[config.mk]
export PLATFORM = sky130hd
export DESIGN_NAME = rational_frame_sample_timebase_unit
export DESIGN_NICKNAME = d
export VERILOG_FILES = /design/src/rtl/core/rfst_pkg.sv /design/src/rtl/core/rfst_ctrl.sv /design/src/rtl/core/rfst_dp.sv /design/src/rtl/core/rational_frame_sample_timebase_unit.sv
export SDC_FILE = /design/constraint.sdc
export NUM_CORES = 2
export LEC_CHECK = 0
export BUFFER_PORTS_ARGS = -buffer_cell sky130_fd_sc_hd__clkbuf_2
export CAP_MARGIN = 0
export CORE_AREA = 2 2 405 367
export DETAILED_ROUTE_END_ITERATION = 8
export DIE_AREA = 0 0 407 369
export GPL_TIMING_DRIVEN = 0
export SYNTH_ARGS = -nofsm -noshare
export SYNTH_HDL_FRONTEND = slang
export SYNTH_SLANG_ARGS = --single-unit
export TNS_END_PERCENT = 20
[constraint.sdc]
create_clock -name clock -period 12.6 [get_ports clock]
set_clock_uncertainty 0.2 [all_clocks]
set_input_delay 0.63 -clock clock [delete_from_list [all_inputs] [get_ports clock]]
set_output_delay 0.63 -clock clock [all_outputs]
set_load 0.01 [all_outputs]
[src/rtl/core/rfst_pkg.sv]
// shared types and constants for the rational frame and sample timebase converter
package rfst_pkg;

   // command codes
   localparam logic [1:0] CMD_FRAME_TO_SAMPLE = 2'd0;
   localparam logic [1:0] CMD_SAMPLE_TO_FRAME = 2'd1;
   localparam logic [1:0] CMD_FRAME_TO_TIME   = 2'd2;

   // register indexes
   localparam logic [1:0] REG_FRAME_RATE_NUM = 2'd0;
   localparam logic [1:0] REG_FRAME_RATE_DEN = 2'd1;
   localparam logic [1:0] REG_SAMPLE_RATE    = 2'd2;

   // register reset values
   localparam logic [31:0] RST_FRAME_RATE_NUM = 32'd60;
   localparam logic [31:0] RST_FRAME_RATE_DEN = 32'd1;
   localparam logic [31:0] RST_SAMPLE_RATE    = 32'd48000;

   // step counts minus one of the serial units
   localparam logic [6:0] MUL_STEPS_M1  = 7'd63;
   localparam logic [6:0] DIV_STEPS_M1  = 7'd127;
   localparam logic [6:0] TDEN_STEPS_M1 = 7'd31;

   typedef enum logic [3:0] {
      ST_IDLE,
      ST_PREP,
      ST_MUL_RATE,
      ST_SAVE_RATE,
      ST_MUL_INIT,
      ST_MUL_PROD,
      ST_CHECK,
      ST_DIV_Q,
      ST_RES_Q,
      ST_GCD,
      ST_DIV_D,
      ST_RES_D,
      ST_DIV_T,
      ST_RES_T,
      ST_FAIL,
      ST_FIN
   } state_type;

   // commands from the controller to the datapath
   typedef struct packed {
      logic load;
      logic mul_init_rate;
      logic mul_init_prod;
      logic mul_step;
      logic save_rate;
      logic div_init_q;
      logic div_init_d;
      logic div_init_t;
      logic div_step;
      logic gcd_init;
      logic gcd_step;
      logic res_q;
      logic res_d;
      logic res_t;
      logic res_fail;
      logic out_load;
   } dp_cmd_type;

   // status from the datapath to the controller
   typedef struct packed {
      logic [1:0] cmd;
      logic       div_zero;
      logic       gcd_done;
   } dp_stat_type;

endpackage

[src/rtl/core/rfst_ctrl.sv]
// controller state machine sequencing the serial multiply, divide and gcd steps
module rfst_ctrl (
   input  logic                 clock,
   input  logic                 reset,
   input  logic                 req_valid,
   output logic                 req_ready,
   output logic                 rsp_valid,
   input  logic                 rsp_ready,
   input  rfst_pkg::dp_stat_type stat,
   output rfst_pkg::dp_cmd_type  dcmd
);
   import rfst_pkg::*;

   state_type  state_ff, state_in;
   logic [6:0] cnt_ff, cnt_in;
   logic       rsp_valid_ff, rsp_valid_in;

   // state, step counter and result valid
   always_ff @(posedge clock) begin
      if (reset) begin
         state_ff     <= ST_IDLE;
         cnt_ff       <= '0;
         rsp_valid_ff <= 1'b0;
      end else begin
         state_ff     <= state_in;
         cnt_ff       <= cnt_in;
         rsp_valid_ff <= rsp_valid_in;
      end
   end

   assign req_ready = (state_ff == ST_IDLE);
   assign rsp_valid = rsp_valid_ff;

   // next state and datapath commands
   always_comb begin
      state_in = state_ff;
      cnt_in   = cnt_ff;
      dcmd     = '0;
      case (state_ff)
         ST_IDLE: begin
            if (req_valid) begin
               dcmd.load = 1'b1;
               state_in  = ST_PREP;
            end
         end
         ST_PREP: begin
            if (stat.cmd == CMD_FRAME_TO_SAMPLE || stat.cmd == CMD_SAMPLE_TO_FRAME) begin
               dcmd.mul_init_rate = 1'b1;
               cnt_in   = MUL_STEPS_M1;
               state_in = ST_MUL_RATE;
            end else if (stat.cmd == CMD_FRAME_TO_TIME) begin
               state_in = ST_MUL_INIT;
            end else begin
               state_in = ST_FAIL;
            end
         end
         ST_MUL_RATE: begin
            dcmd.mul_step = 1'b1;
            if (cnt_ff == '0) state_in = ST_SAVE_RATE;
            else cnt_in = cnt_ff - 7'd1;
         end
         ST_SAVE_RATE: begin
            dcmd.save_rate = 1'b1;
            state_in = ST_MUL_INIT;
         end
         ST_MUL_INIT: begin
            dcmd.mul_init_prod = 1'b1;
            cnt_in   = MUL_STEPS_M1;
            state_in = ST_MUL_PROD;
         end
         ST_MUL_PROD: begin
            dcmd.mul_step = 1'b1;
            if (cnt_ff == '0) state_in = ST_CHECK;
            else cnt_in = cnt_ff - 7'd1;
         end
         ST_CHECK: begin
            if (stat.div_zero) begin
               state_in = ST_FAIL;
            end else begin
               dcmd.div_init_q = 1'b1;
               cnt_in   = DIV_STEPS_M1;
               state_in = ST_DIV_Q;
            end
         end
         ST_DIV_Q: begin
            dcmd.div_step = 1'b1;
            if (cnt_ff == '0) state_in = ST_RES_Q;
            else cnt_in = cnt_ff - 7'd1;
         end
         ST_RES_Q: begin
            if (stat.cmd == CMD_FRAME_TO_TIME) begin
               dcmd.gcd_init = 1'b1;
               state_in = ST_GCD;
            end else begin
               dcmd.res_q = 1'b1;
               state_in = ST_FIN;
            end
         end
         ST_GCD: begin
            if (stat.gcd_done) begin
               dcmd.div_init_d = 1'b1;
               cnt_in   = DIV_STEPS_M1;
               state_in = ST_DIV_D;
            end else begin
               dcmd.gcd_step = 1'b1;
            end
         end
         ST_DIV_D: begin
            dcmd.div_step = 1'b1;
            if (cnt_ff == '0) state_in = ST_RES_D;
            else cnt_in = cnt_ff - 7'd1;
         end
         ST_RES_D: begin
            dcmd.res_d      = 1'b1;
            dcmd.div_init_t = 1'b1;
            cnt_in   = TDEN_STEPS_M1;
            state_in = ST_DIV_T;
         end
         ST_DIV_T: begin
            dcmd.div_step = 1'b1;
            if (cnt_ff == '0) state_in = ST_RES_T;
            else cnt_in = cnt_ff - 7'd1;
         end
         ST_RES_T: begin
            dcmd.res_t = 1'b1;
            state_in = ST_FIN;
         end
         ST_FAIL: begin
            dcmd.res_fail = 1'b1;
            state_in = ST_FIN;
         end
         ST_FIN: begin
            if (!rsp_valid_ff || rsp_ready) begin
               dcmd.out_load = 1'b1;
               state_in = ST_IDLE;
            end
         end
         default: state_in = ST_IDLE;
      endcase
   end

   // result valid until the transfer
   always_comb begin
      if (dcmd.out_load) rsp_valid_in = 1'b1;
      else if (rsp_ready) rsp_valid_in = 1'b0;
      else rsp_valid_in = rsp_valid_ff;
   end

endmodule

[src/rtl/core/rfst_dp.sv]
// datapath: rate registers, serial multiplier, restoring divider, binary gcd, result
module rfst_dp (
   input  logic                  clock,
   input  logic                  reset,
   input  logic                  csr_wr_en,
   input  logic [1:0]            csr_index,
   input  logic [31:0]           csr_wdata,
   input  logic [1:0]            req_cmd,
   input  logic signed [63:0]    req_index_in,
   output logic                  rsp_status,
   output logic signed [63:0]    rsp_result_value,
   output logic [31:0]           rsp_time_denominator,
   input  rfst_pkg::dp_cmd_type  dcmd,
   output rfst_pkg::dp_stat_type stat
);
   import rfst_pkg::*;

   logic [31:0]  num_ff, den_ff, rate_ff;
   logic [1:0]   cmd_ff;
   logic         neg_ff;
   logic [63:0]  mag_ff;
   logic [63:0]  drate_ff;
   logic [127:0] acc_ff, acc_in;
   logic [127:0] prod_ff;
   logic [63:0]  aux_ff, aux_in;
   logic [63:0]  rem_ff, rem_in;
   logic [31:0]  ga_ff, ga_in, gb_ff, gb_in;
   logic [4:0]   gk_ff, gk_in;
   logic         res_status_ff;
   logic [63:0]  res_value_ff;
   logic [31:0]  res_tden_ff;
   logic         out_status_ff;
   logic [63:0]  out_value_ff;
   logic [31:0]  out_tden_ff;

   logic [64:0]  mul_sum;
   logic [64:0]  div_trial, div_diff;
   logic         div_ge;
   logic [31:0]  gval;
   logic [127:0] rnd_q;
   logic         rnd_up;

   // true when a magnitude fits signed 64 bits with the given sign
   function automatic logic fits(input logic neg, input logic [127:0] q);
      logic ok;
      ok = (q[127:64] == '0);
      if (neg) ok = ok && (q[63:0] <= 64'h8000_0000_0000_0000);
      else ok = ok && (q[63] == 1'b0);
      return ok;
   endfunction

   // configuration registers
   always_ff @(posedge clock) begin
      if (reset) begin
         num_ff  <= RST_FRAME_RATE_NUM;
         den_ff  <= RST_FRAME_RATE_DEN;
         rate_ff <= RST_SAMPLE_RATE;
      end else if (csr_wr_en) begin
         case (csr_index)
            REG_FRAME_RATE_NUM: num_ff  <= csr_wdata;
            REG_FRAME_RATE_DEN: den_ff  <= csr_wdata;
            REG_SAMPLE_RATE:    rate_ff <= csr_wdata;
            default: ;
         endcase
      end
   end

   // serial multiply and divide step logic
   assign mul_sum   = {1'b0, acc_ff[127:64]} + {1'b0, aux_ff};
   assign div_trial = {rem_ff, acc_ff[127]};
   assign div_diff  = div_trial - {1'b0, aux_ff};
   assign div_ge    = (div_trial >= {1'b0, aux_ff});
   assign gval      = ga_ff << gk_ff;

   // rounding of the first quotient
   assign rnd_up = (rem_ff != '0) &&
                   ((cmd_ff == CMD_FRAME_TO_SAMPLE) ? !neg_ff : neg_ff);
   assign rnd_q  = acc_ff + {127'd0, rnd_up};

   // working registers
   always_comb begin
      acc_in = acc_ff;
      aux_in = aux_ff;
      rem_in = rem_ff;
      if (dcmd.mul_init_rate) begin
         acc_in = {96'd0, rate_ff};
         aux_in = {32'd0, den_ff};
      end else if (dcmd.mul_init_prod) begin
         acc_in = {64'd0, mag_ff};
         case (cmd_ff)
            CMD_FRAME_TO_SAMPLE: aux_in = drate_ff;
            CMD_SAMPLE_TO_FRAME: aux_in = {32'd0, num_ff};
            default:             aux_in = {32'd0, den_ff};
         endcase
      end else if (dcmd.mul_step) begin
         if (acc_ff[0]) acc_in = {mul_sum, acc_ff[63:1]};
         else acc_in = {1'b0, acc_ff[127:1]};
      end else if (dcmd.div_init_q) begin
         rem_in = '0;
         aux_in = (cmd_ff == CMD_SAMPLE_TO_FRAME) ? drate_ff : {32'd0, num_ff};
      end else if (dcmd.div_init_d) begin
         acc_in = prod_ff;
         rem_in = '0;
         aux_in = {32'd0, gval};
      end else if (dcmd.div_init_t) begin
         acc_in = {num_ff, 96'd0};
         rem_in = '0;
      end else if (dcmd.div_step) begin
         acc_in = {acc_ff[126:0], div_ge};
         rem_in = div_ge ? div_diff[63:0] : div_trial[63:0];
      end
   end

   // binary gcd of the numerator and the first remainder
   always_comb begin
      ga_in = ga_ff;
      gb_in = gb_ff;
      gk_in = gk_ff;
      if (dcmd.gcd_init) begin
         ga_in = num_ff;
         gb_in = rem_ff[31:0];
         gk_in = '0;
      end else if (dcmd.gcd_step) begin
         if (!ga_ff[0] && !gb_ff[0]) begin
            ga_in = ga_ff >> 1;
            gb_in = gb_ff >> 1;
            gk_in = gk_ff + 5'd1;
         end else if (!ga_ff[0]) begin
            ga_in = ga_ff >> 1;
         end else if (!gb_ff[0]) begin
            gb_in = gb_ff >> 1;
         end else if (ga_ff > gb_ff) begin
            ga_in = gb_ff;
            gb_in = ga_ff - gb_ff;
         end else begin
            gb_in = gb_ff - ga_ff;
         end
      end
   end

   always_ff @(posedge clock) begin
      acc_ff <= acc_in;
      aux_ff <= aux_in;
      rem_ff <= rem_in;
      ga_ff  <= ga_in;
      gb_ff  <= gb_in;
      gk_ff  <= gk_in;
   end

   // item capture and saved intermediates
   always_ff @(posedge clock) begin
      if (reset) begin
         cmd_ff <= CMD_FRAME_TO_SAMPLE;
      end else if (dcmd.load) begin
         cmd_ff <= req_cmd;
      end
      if (dcmd.load) begin
         neg_ff <= req_index_in[63];
         mag_ff <= req_index_in[63] ? (64'd0 - req_index_in) : req_index_in;
      end
      if (dcmd.save_rate) drate_ff <= acc_ff[63:0];
      if (dcmd.div_init_q) prod_ff <= acc_ff;
   end

   // result assembly
   always_ff @(posedge clock) begin
      if (dcmd.res_q) begin
         res_status_ff <= !fits(neg_ff, rnd_q);
         res_value_ff  <= fits(neg_ff, rnd_q) ?
                          (neg_ff ? (64'd0 - rnd_q[63:0]) : rnd_q[63:0]) : 64'd0;
         res_tden_ff   <= '0;
      end else if (dcmd.res_d) begin
         res_status_ff <= !fits(neg_ff, acc_ff);
         res_value_ff  <= fits(neg_ff, acc_ff) ?
                          (neg_ff ? (64'd0 - acc_ff[63:0]) : acc_ff[63:0]) : 64'd0;
      end else if (dcmd.res_t) begin
         res_tden_ff   <= res_status_ff ? 32'd0 : acc_ff[31:0];
      end else if (dcmd.res_fail) begin
         res_status_ff <= 1'b1;
         res_value_ff  <= '0;
         res_tden_ff   <= '0;
      end
   end

   // output register
   always_ff @(posedge clock) begin
      if (dcmd.out_load) begin
         out_status_ff <= res_status_ff;
         out_value_ff  <= res_value_ff;
         out_tden_ff   <= res_tden_ff;
      end
   end

   assign rsp_status           = out_status_ff;
   assign rsp_result_value     = out_value_ff;
   assign rsp_time_denominator = out_tden_ff;

   assign stat.cmd      = cmd_ff;
   assign stat.div_zero = (cmd_ff == CMD_SAMPLE_TO_FRAME) ? (drate_ff == '0) : (num_ff == '0);
   assign stat.gcd_done = (gb_ff == '0);

endmodule

[src/rtl/core/rational_frame_sample_timebase_unit.sv]
// top level of the rational frame and audio sample timebase converter
// Converts between video frame indices and audio sample indices for a frame rate
// num/den and a sample rate, or gives a frame's reduced media time. One item is
// worked at a time: a frame-to-sample or sample-to-frame conversion runs two 64-step
// shift-add multiplies and one 128-step restoring divide, a media-time conversion one
// 64-step multiply, two 128-step divides and a 32-step divide, with one binary gcd
// step per cycle between the first and second divide. A reserved command or a zero
// divisor register ends early with a failure result. The bit-serial units are
// shared, and a result waiting on a stalled receiver keeps the next result back
// until it is taken. A new item is taken while the previous result still waits in
// the output register. Rate registers may be written only while the unit is idle.
module rational_frame_sample_timebase_unit (
   input  logic               clock,
   input  logic               reset,
   input  logic               req_valid,
   output logic               req_ready,
   input  logic [1:0]         req_cmd,
   input  logic signed [63:0] req_index_in,
   output logic               rsp_valid,
   input  logic               rsp_ready,
   output logic               rsp_status,
   output logic signed [63:0] rsp_result_value,
   output logic [31:0]        rsp_time_denominator,
   input  logic               csr_wr_en,
   input  logic [1:0]         csr_index,
   input  logic [31:0]        csr_wdata
);
   import rfst_pkg::*;

   dp_cmd_type  dcmd;
   dp_stat_type stat;

   // sequencer
   rfst_ctrl u_ctrl (
      .clock     (clock),
      .reset     (reset),
      .req_valid (req_valid),
      .req_ready (req_ready),
      .rsp_valid (rsp_valid),
      .rsp_ready (rsp_ready),
      .stat      (stat),
      .dcmd      (dcmd)
   );

   // arithmetic
   rfst_dp u_dp (
      .clock                (clock),
      .reset                (reset),
      .csr_wr_en            (csr_wr_en),
      .csr_index            (csr_index),
      .csr_wdata            (csr_wdata),
      .req_cmd              (req_cmd),
      .req_index_in         (req_index_in),
      .rsp_status           (rsp_status),
      .rsp_result_value     (rsp_result_value),
      .rsp_time_denominator (rsp_time_denominator),
      .dcmd                 (dcmd),
      .stat                 (stat)
   );

endmodule

==> run summary <==
WHS: 0.0414 ns
WP data required: 12.93 ns
Remaining global-route overflow: 0
Share of the clock period used by the worst path: 88.3%
Switching pwr: 0.00732 W
Total number of yosys warnings: 0
Buffers added on ports: 202
Nature of the critical path startpoint: register
Synth cell count leaders: 852 x nand2_1, 645 x a21oi_1, 611 x edfxtp_1
Combinational power share: 49.3%
Max Buffers Root-to-Sink: 3
Clk pin slew, worst setup/hold paths: 0.06 ns
Global-route wire length before repair: 392 mm
Count leader, synth: nand2_1
CP bufs+invs: 6
Hold depth: 2
Vias: 58500
Post-CTS Repair Setup Buffers: 0
CP max FO: 10
P_int: 0.00806 W
Switching portion of total power: 47.6%
P_leak: 23.6 nW
Crit path kind: register to register
Rel. slew slack: 2.48%
Core Area: 146000 µm²
Area growth syn-to-layout: 13.9%
Top-area cell type share of the netlist area: 31.6%
CTS Root Cell: clkbuf_16
Post-synthesis average cell area: 8.72 µm²
Clock Power Share: 20.2%
Fin nets: 7372
Initial Util: 39.9%
Largest net degree at the start of global routing: 68
Synth Net Count: 6973
Outcome: finished clean
I/O Pins: 204
Final min period: 11.12 ns
Final worst slack: 1.48 ns
Initial DRC count: 8788
Max Clk Rate: 89.9 MHz
Final Setup Violations: 0
Drt pass-1 iters: 8
Hold Crit Class: input port to register
VDD IR-drop max: 0.160 mV
Post-CTS Resized: 0
Layout cells sized above 1: 7.83%
Max-cap violations: 0
Num rows: 133
Post-DR vias/cell: 6.42
Worst slack, placed: 2.38 ns
Total GRT Usage: 36.1%
PwrDens: 232 nW/µm²
Crit path depth: 20
Slew Viols, Final: 0
Num Clock Sinks: 886
EDFF count, synth: 611
Cell class contributing the biggest share of worst-path delay: simple AND/OR/NAND/NOR gates
Num CTS Buffers: 102
Die Area: 150000 µm²
Crit-path most repeated cell: clkbuf_1
Cells after synthesis: 6664
Synth Register Bits: 886
Latest clock arrival within the worst-skew pair: 0.77 ns
Number of remaining DRC errors: 0
Routed WL: 279 mm
Vias in the first global route: 53000
Synth area leaders: edfxtp_1 32%, dfxtp_1 9.5%, a21oi_1 5.6%
Synth async-reset ratio: 0%
Drt wl/cell: 30.6 µm
DIE WIDTH: 407 µm
Synth area leader: edfxtp_1
CTS tree: built
Worst Setup End Kind: register
Slowest stage delay, CP: 0.96 ns
Sequential-to-total area share from yosys stat: 41.1%
H-tree lvl count: 3
Netlist cell types: 99
Hold Buf Count CTS: 67
WP data arrival: 11.46 ns
Slew @ Worst Pin: 1.45 ns
Sequential fraction of design power: 30.5%
R2R depth: 20
Gpl congestion: 1.03
Main synth FF type: edfxtp_1
Crit-path slowest cell: buf_1
Post-Syn Area: 58100 µm²
Die Span Y: 369 µm
Setup tns final: 0 ns
Initial antenna violation count: 23
Critical path cell sequence: clkbuf_1, clkbuf_1, buf_1, xnor2_1, nor2_1, ha_1, ha_1, and4_1, clkbuf_1, nand4_1, or4_1, nor2_1, nand3_1, a2111oi_0, nand4_1, nor4_1, nand4_2, clkbuf_1, buf_1, o22ai_1
Fin. Hold Viols: 0
RSZ-0062 raised after global routing: no
HPWL after DPL: 221 mm
Final antenna-violating net count: 0
-- final timing paths --
kind | start | endpoint | slack (ns)
max | u_dp.neg_ff | u_dp.res_value_ff[14] | 1.48
min | req_index_in[28] | u_dp.mag_ff[28] | 0.04
max reg2reg | u_dp.neg_ff | u_dp.res_value_ff[14] | 1.48
min reg2reg | u_dp.res_value_ff[41] | u_dp.rsp_result_value[41] | 0.22
-- worst register-to-register path, delay by kind of cell (launching register included) --
family	cells	cell delay, ns
AO/OA/AOI/OAI	2	1.24
flip-flops	1	0.47
buffers and inverters	6	3.71
adder cells (fa/ha/maj)	2	0.63
XOR/XNOR	1	0.16
AND/OR/NAND/NOR	9	4.49
-- through the flow --
stage	utilization, %	cells	power, W	cell area (µm²)
after floorplan	-	6664	0.00912	58100
after global placement	42.3	8823	0.0119	61500
after detailed placement	42.6	8848	0.0119	62000
after CTS	45.4	9108	0.0151	66100
after global routing	45.4	9109	0.0160	66200
final	45.4	9118	0.0154	66200
-- layout by cell type (no fill, tap or decap), types with 53 or more instances in the layout --
cell type / n
clkbuf_2: 205
xnor2_1: 253
inv_1: 228
xor2_1: 139
o22ai_1: 61
mux2i_1: 138
nand3_1: 212
o21bai_1: 53
nand4_1: 139
o31ai_1: 55
a21o_1: 106
o21ai_0: 399
dfxtp_1: 275
nand2_1: 848
nor4_1: 136
a31oi_1: 57
a21oi_1: 645
ha_1: 200
a211oi_1: 67
or3_1: 57
clkbuf_16: 105
nor2_1: 492
clkbuf_1: 461
nor3_1: 151
and3_1: 54
edfxtp_1: 611
dlygate4sd3_1: 67
-- state kept, by name (all words and copies together) (netlist names), 64 cells and up --
register / flops
u_dp.prod_ff: 128
u_dp.mag_ff: 64
u_dp.res_value_ff: 64
u_dp.drate_ff: 64
u_dp.rem_ff: 64
u_dp.aux_ff: 64
u_dp.acc_ff: 128
u_dp.rsp_result_value: 64
-- per-layer routing --
| metal | global-route usage, % | vias up | part of all wire (%) |
|---|---|---|---|
| met3 | 10.9 | 444 | 13 |
| met1 | 54.7 | 28800 | 44 |
| li1 | - | 25400 | - |
| met2 | 48.8 | 3886 | 40 |
| met5 | 0 | - | 0.021 |
| met4 | 9.99 | 8 | 3.0 |
-- cell type report --
class                   instances  area, µm²
diodes                          9       22.5
fillers                     14300      79400
inverters                     231        870
plain buffers                 514       1980
clock inverters                59        674
flip-flops and latches        886      23900
well taps                    1957       2450
multi-input cells            5033      31500
clock buffers                 134       2840
repair buffers                295       2010
-- power by group through the flow --
stage,clock network (W),logic (W),registers [W]
final,0.00311,0.00758,0.00469
after detailed placement,0,0.00723,0.00470
after CTS,0.00313,0.00730,0.00464
after floorplan,0,0.00487,0.00425
after global placement,0,0.00719,0.00475
after global routing,0.00324,0.00809,0.00469
-- logic make-up after synthesis --
family | count (synthesis) | synth area share, %
AO/OA/AOI/OAI | 1896 | 20.6
XOR/XNOR | 392 | 5.91
adder cells (fa/ha/maj) | 204 | 4.45
buffers and inverters | 745 | 4.89
flip-flops | 886 | 41.1
multiplexers | 187 | 3.83
AND/OR/NAND/NOR | 2354 | 19.2
Note: power is estimated with default switching activity, not from simulation.
